## config.mk

```make
export PLATFORM = sky130hd
export DESIGN_NAME = srale_alu
export DESIGN_NICKNAME = d
export VERILOG_FILES = /design/src/sv/srale_alu.sv
export SDC_FILE = /design/constraint.sdc
export NUM_CORES = 1
export LEC_CHECK = 0
export BUFFER_PORTS_ARGS = -buffer_cell sky130_fd_sc_hd__buf_2
export CAP_MARGIN = 10
export CORE_MARGIN = 2
export CORE_UTILIZATION = 33
export DETAILED_ROUTE_END_ITERATION = 8
export PLACE_DENSITY = 0.55
export SLEW_MARGIN = 20
export SYNTH_ARGS = -nofsm -noshare
export SYNTH_HDL_FRONTEND = slang
export SYNTH_SLANG_ARGS = --single-unit
```

## constraint.sdc

```tcl
create_clock -name vclk -period 13.55
set_input_delay 2.71 -clock vclk [all_inputs]
set_output_delay 2.71 -clock vclk [all_outputs]
set_load 0.01 [all_outputs]
```

## src/sv/srale_alu.sv

```systemverilog
// Shared add/subtract unit with carry out used by the level search, accumulate, divide and sign steps.
module srale_alu #(
    parameter int W = 46
) (
    input  logic [W-1:0] a,
    input  logic [W-1:0] b,
    input  logic         sub,
    output logic [W-1:0] y,
    output logic         cout
);

    logic [W-1:0] b_in;
    logic [W:0]   total;

    // Invert and carry in for subtract; carry out means a >= b unsigned
    always_comb
    begin
        b_in  = sub ? ~b : b;
        total = {1'b0, a} + {1'b0, b_in} + {{W{1'b0}}, sub};
        y     = total[W-1:0];
        cout  = total[W];
    end

endmodule

```

== After elaboration in Yosys (flattened, before gate mapping) ==
Index checks and enable logic that the tools add are counted.
Storage, ports and cells
  bits of input ports: 93
  logic and storage cells: 4
  register bits after elaboration: 0
  output and inout bits: 47
Operators by class
  multiplexer cells: 1
  bitwise logic cells: 1
  add/subtract/negate cells: 2
Operator list (number)
  $add 46x46->47: 1
  $add 47x1->47: 1
  $mux 46: 1
  $not 46->46: 1

== Logic depth before layout (Yosys ltp) ==
Gate-level depths: netlist of the first run.
  depth after elaboration: 4
  depth in mapped cells: 13
  mapped depth without buffers: 11

== Least setup slack after synthesis of the first run ==
OpenSTA, ideal clock, no wires.
  path type: input port to output port
  start: input sub
  end: output y[43]
  stages on the path: 13
  path slack: 5316 ps
  required time: 10840 ps
  arrival: 5524 ps
  cell sequence: buf_4 -> buf_1 -> xor2_1 -> ha_1 -> buf_2 -> a21o_1 -> a21o_1 -> a21oi_1 -> o21ai_0 -> a221oi_1 -> a21boi_2 -> or2_4 -> a311oi_1
On the way
  longest elaborated chain between the ends: 3
Ends and longest elaborated chain
  from (decl): line 7  | input logic sub,
  $mux 46: line 18  | b_in = sub ? ~b : b;
  $add 46x46->47: line 19  | total = {1'b0, a} + {1'b0, b_in} + {{W{1'b0}}, sub};
  $add 47x1->47 *: line 19
  to (decl): line 8  | output logic [W-1:0] y,
Mark *: on every way between the ends. The rest lies on a longest branch, timed or not.

== Worst setup path in the final report of the first run ==
  start: input sub
  end: output y[44]
The elaborated chain is that of the path after synthesis.

==> flow_summary.yaml, run 1 <==
drt:
  num_vias: 3585
  dr.first_iter.drc_count: 115
  via_per_inst: 5.19
  ant_nets: 0
  routed_wl_mm: 9.63
  routedWlPerCell_um: 13.9
  drc_errors: 0
  drt_pass1_iterations: 4
grt:
  busiest_layer: "met2"
  grt_pass1_vias: 3396
  gr-usage-met2: 0.313
  grtUsageTotal: 0.173
  grt_antenna_before_repair: 1
  grt_util_met1: 0.232
  grt_pass1_wl_mm: 15.2
  grtUsageMet3: 0.0145
  grt_start_max_net_pins: 47
  grt_overflow: 0
timing:
  tightest_slew_ns: 0.735
  fin_setup_tns_ns: 0
  period_share: 0.645
  slew_headroom: 0.510
  slew_violations: 0
  rsz0062_at_grt: "no"
  max_freq_mhz: 114
  postLayoutSetupSlackWorst_ns: 4.81
  finalCriticalPeriod_ns: 8.74
  setup_viol: 0
  finalHoldViolations: 0
synth:
  synthCells: 443
  yosysTopAreaCellShare: 0.191
  post-synth-top-count-cell: "xor2_1"
  synth_area_mm2: 0.00314
  synth_top_area_cell: "ha_1"
  synth_cell_type_count: 56
  yosysWarningCount: 0
  synth_commonest_cells: "xor2_1 (62), ha_1 (48), a21oi_1 (44), a21o_1 (36), nand2_1 (36)"
  synth_fp_nets: 585
  synth_area_per_cell_um2: 7.09
  synth_area_leaders: "ha_1 (19%), xor2_1 (17%), a21o_1 (8.6%), a21oi_1 (7.0%), xnor2_1 (6.1%)"
  ys_seq_area_frac: 0
critical_path:
  criticalPathCategory: "primary input to primary output"
  crit_path_end_kind: "primary output"
  cp-start-kind: "primary input"
  cp.arrival_ns: 6.03
  path_buf_inv: 3
  cpLargestDelayFamily: "compound AO/OA/AOI/OAI gates"
  max_stage_delay_ns: 0.57
  worstPathCellList: "buf_2, buf_4, xor2_1, fa_1, a211oi_1, o21ai_0, a21oi_1, o21a_1, o2111a_1, o21ai_0, a31oi_1, xnor2_1, buf_2"
  path_max_fanout: 46
  crit_slowest_cell: "buf_4"
  required_ns: 10.84
die:
  row_count: 35
  die-width_um: 102
  num_io_pins: 140
  core_area_mm2: 0.00924
  start_util: 0.340
  die_area_mm2: 0.0103
  die_h_um: 102
place:
  dp.cells: 691
  dp_hpwl_mm: 8.09
  routabilityCongestion: 0.918
  numPortBuffers: 140
  dp_slack_ns: 4.83
layout:
  area.sequential_um2: 0
  final_cells: 691
  multi_input_area_mm2: 0.00301
  fillerInstances: 1002
  nets: 706
  area_growth_pct: 24.9
  clkbuf_count: 0
  nFlopsAndLatches: 0
  diodes: 0
  drive_above_1_share: 0.270
pwr:
  power.density_mw_per_mm2: 77.3
  p_int_mw: 0.130
  p_leak_nw: 2.04
  seq_power_share: 0
  swShare: 0.570
  clkPwrFrac: 0
  switchingPower_mw: 0.173
  vdd_drop_max_mv: 0.0447
  combPwrFrac: 1.000
clocking:
  postCtsSetupBuffers: 0
  cts_hold_buf: 0
  ctsResizeCount: 0
run:
  drv_cap: 0
min_path:
  hold_class: "primary input to primary output"
run_status:
  outcome: "complete, no violations"
## through the flow
| step | area [um2] | hold slack [ns] | util | power (mW) |
|---|---|---|---|---|
| after global placement | 3920 | 5.70 | 0.424 | 0.301 |
| after floorplan | 3140 | 5.50 | - | 0.205 |
| after CTS | 3920 | 5.71 | 0.424 | 0.303 |
| after detailed placement | 3920 | 5.70 | 0.424 | 0.302 |
| after global routing | 3920 | 5.74 | 0.424 | 0.335 |
| final | 3920 | 5.71 | 0.424 | 0.303 |
## cell usage in the layout, fill, tap and decap left out, drive strengths merged, types with 9 or more instances in the layout
cell type	netlist	layout
a21o	36	36
ha	48	48
a21oi	45	45
xor2	62	62
nand3	12	12
nor2	27	27
nand2	36	36
nor3	9	9
inv	11	11
buf	8	141
xnor2	22	22
o21ai	23	23
## layout make-up
type	instances	share of cell area
Multi-Input combinational cell	410	0.768
Timing Repair Buffer	141	0.181
Tap cell	129	0.0412
Inverter	11	0.0105
## path summary, 6_finish.rpt
| path | slack (ns) | end | from | cells past startpoint |
|---|---|---|---|---|
| max | 4.81 | y[44] | sub | 13 |
| min | 5.71 | y[0] | a[0] | 3 |
## metal layers
metal / vias up / part of all wire
met1: 1599 / 0.47
met2: 106 / 0.47
met3: 6 / 0.057
li1: 1874 / -
met4: 0 / 0.0059
met5: - / 0
## kinds of logic after synthesis
| group | synth area share |
|---|---|
| multiplexers | 0.00637 |
| buffers and inverters | 0.0414 |
| AND/OR/NAND/NOR | 0.179 |
| AO/OA/AOI/OAI | 0.341 |
| adder cells (fa/ha/maj) | 0.198 |
| XOR/XNOR | 0.234 |
## power by group through the flow
| stage | sequential [mW] | combinational, mW | clock, mW |
|---|---|---|---|
| after floorplan | 0 | 0.205 | 0 |
| after global placement | 0 | 0.301 | 0 |
| after detailed placement | 0 | 0.302 | 0 |
| after CTS | 0 | 0.303 | 0 |
| after global routing | 0 | 0.335 | 0 |
| final | 0 | 0.303 | 0 |
## worst min-delay path, stage by stage
cell and delay (ns):
buf_2 0.09, xor2_1 0.06, buf_2 0.13
(Power assumes the default switching activity.)
==> run 2, diff against run 1 <==
- ABC_AREA: not set -> 1
- PLACE_DENSITY: 0.55 -> 0.54
- clock period: 13.55 -> 7.7 ns (I/O delays scaled with it)
==> flow_summary.yaml, run 2 <==
clocking:
  postCtsSetupBuffers: 0
  cts_hold_buf: 0
  ctsResizeCount: 0
grt:
  grt_overflow: 0
  grtUsageTotal: 0.207
  grt_antenna_before_repair: 0
  grt_pass1_vias: 4916
  grt_pass1_wl_mm: 24.3
  grt_start_max_net_pins: 30
synth:
  yosysWarningCount: 0
  muxShareOfSynthArea: 0
  synthAdderAreaFrac: 0.137
  ys_seq_area_frac: 0
  synth_area_leaders: "nand2_1 (31%), inv_1 (16%), xor2_1 (14%), ha_1 (13%), nor2_1 (4.7%)"
  synth_top_area_cell: "nand2_1"
  synthCells: 903
  synth_commonest_cells: "nand2_1 (370), inv_1 (190), xor2_1 (70), nor2_1 (57), ha_1 (48)"
  synth_area_per_cell_um2: 5.02
  post-synth-top-count-cell: "nand2_1"
  synth-xor-area-share: 0.137
  synth_area_mm2: 0.00454
  yosysTopAreaCellShare: 0.306
  synth_fp_nets: 1045
  synth_compound_area_frac: 0.0430
  synth_top_family_by_area: "simple AND/OR/NAND/NOR gates"
  synth-simple-area-share: 0.505
  synth_cell_type_count: 28
critical_path:
  required_ns: 6.16
  max_stage_delay_ns: 0.65
  crit_path_end_kind: "primary output"
  worstPathCellList: "buf_2, buf_4, xor2_1, ha_1, nand2_1, nor2_2, inv_2, nor2_2, nand2_1, a21oi_1, nor2_1, nand2_1, nand2_1, buf_2"
  path_max_fanout: 29
  criticalPathCategory: "primary input to primary output"
  cp.arrival_ns: 4.41
  crit_top_cell: "nand2_1"
  cp-start-kind: "primary input"
  crit_slowest_cell: "buf_2"
run_status:
  outcome: "complete, no violations"
die:
  row_count: 42
  die_area_mm2: 0.0147
  num_io_pins: 140
  die_h_um: 121
  start_util: 0.340
  core_area_mm2: 0.0133
  die-width_um: 121
drt:
  num_vias: 5346
  ant_nets: 0
  via_per_inst: 4.40
  dr.first_iter.drc_count: 334
  routedWlPerCell_um: 12.7
  routed_wl_mm: 15.4
  drt_pass1_iterations: 5
  drc_errors: 0
pwr:
  switchingPower_mw: 0.401
  combPwrFrac: 1.000
  seq_power_share: 0
  swShare: 0.638
  power.density_mw_per_mm2: 116
  p_int_mw: 0.227
  clkPwrFrac: 0
  p_leak_nw: 3.49
  vdd_drop_max_mv: 0.0431
layout:
  drive_above_1_share: 0.206
  finish.utilization: 0.407
  layout_common_cells: "nand2_1 (370), inv_1 (190), buf_2 (140)"
  diodes: 0
  area.sequential_um2: 0
  layout_commonest_cell: "nand2_1"
  nets: 1183
  nFlopsAndLatches: 0
  fillerInstances: 1637
  clkbuf_count: 0
  multi_input_area_mm2: 0.00373
  area_growth_pct: 19.8
timing:
  slew_violations: 0
  setup_viol: 0
  finalHoldViolations: 0
  rsz0062_at_grt: "no"
  tightest_slew_ns: 0.868
  finalCriticalPeriod_ns: 5.95
  whs_ns: 3.36
  fin_setup_tns_ns: 0
  postLayoutSetupSlackWorst_ns: 1.75
  period_share: 0.772
  slew_headroom: 0.421
  max_freq_mhz: 168
place:
  dp_hpwl_mm: 14.0
  numPortBuffers: 140
  routabilityCongestion: 0.954
  dp_slack_ns: 1.79
min_path:
  holdPathStages: 3
  hold_class: "primary input to primary output"
run:
  drv_cap: 0
run 2: worst paths after layout:
kind	from	to	slack, ns
min	a[0]	y[0]	3.36
max	sub	y[29]	1.75
run 2: kinds of logic (layout without fill, tap and decap cells):
kind of cell / count (synthesis) / in the layout
compound gates: 35 / 35
xor+xnor: 71 / 71
fa+ha+maj: 49 / 49
buf+inv: 212 / 348
simple gates: 536 / 536
run 2: layer usage:
layer  vias up  global-route usage  wire length, um
met1      2308               0.311             7900
met4         0              0.0129              112
met5         -                   0                0
met3         4             0.00752              670
met2       104               0.342             6760
li1       2930                   -                -
run 2: layout make-up:
cell class,count,share of cell area
tap,176,0.0405
timing repair buffer,141,0.130
multi-input combinational,691,0.686
inverter,207,0.143
run 2: power groups by stage:
stage / registers, mW / clock network [mW] / logic [mW]
3_3_place_gp: 0 / 0 / 0.632
4_1_cts: 0 / 0 / 0.632
5_1_grt: 0 / 0 / 0.710
3_5_place_dp: 0 / 0 / 0.629
2_1_floorplan: 0 / 0 / 0.417
6_report: 0 / 0 / 0.629
run 2: metrics by stage:
stage          power, mW  instance area [um2]  instances
3_5_place_dp       0.629                 5430       1215
2_1_floorplan      0.417                 4540        903
4_1_cts            0.632                 5430       1215
6_report           0.629                 5430       1215
5_1_grt            0.710                 5430       1215
3_3_place_gp       0.632                 5430       1215
run 2: critical path, delay by kind of cell:
family / cells / cell delay (ns)
simple gates: 7 / 0.79
xor+xnor: 1 / 0.12
fa+ha+maj: 1 / 0.39
compound gates: 1 / 0.26
buf+inv: 4 / 1.28
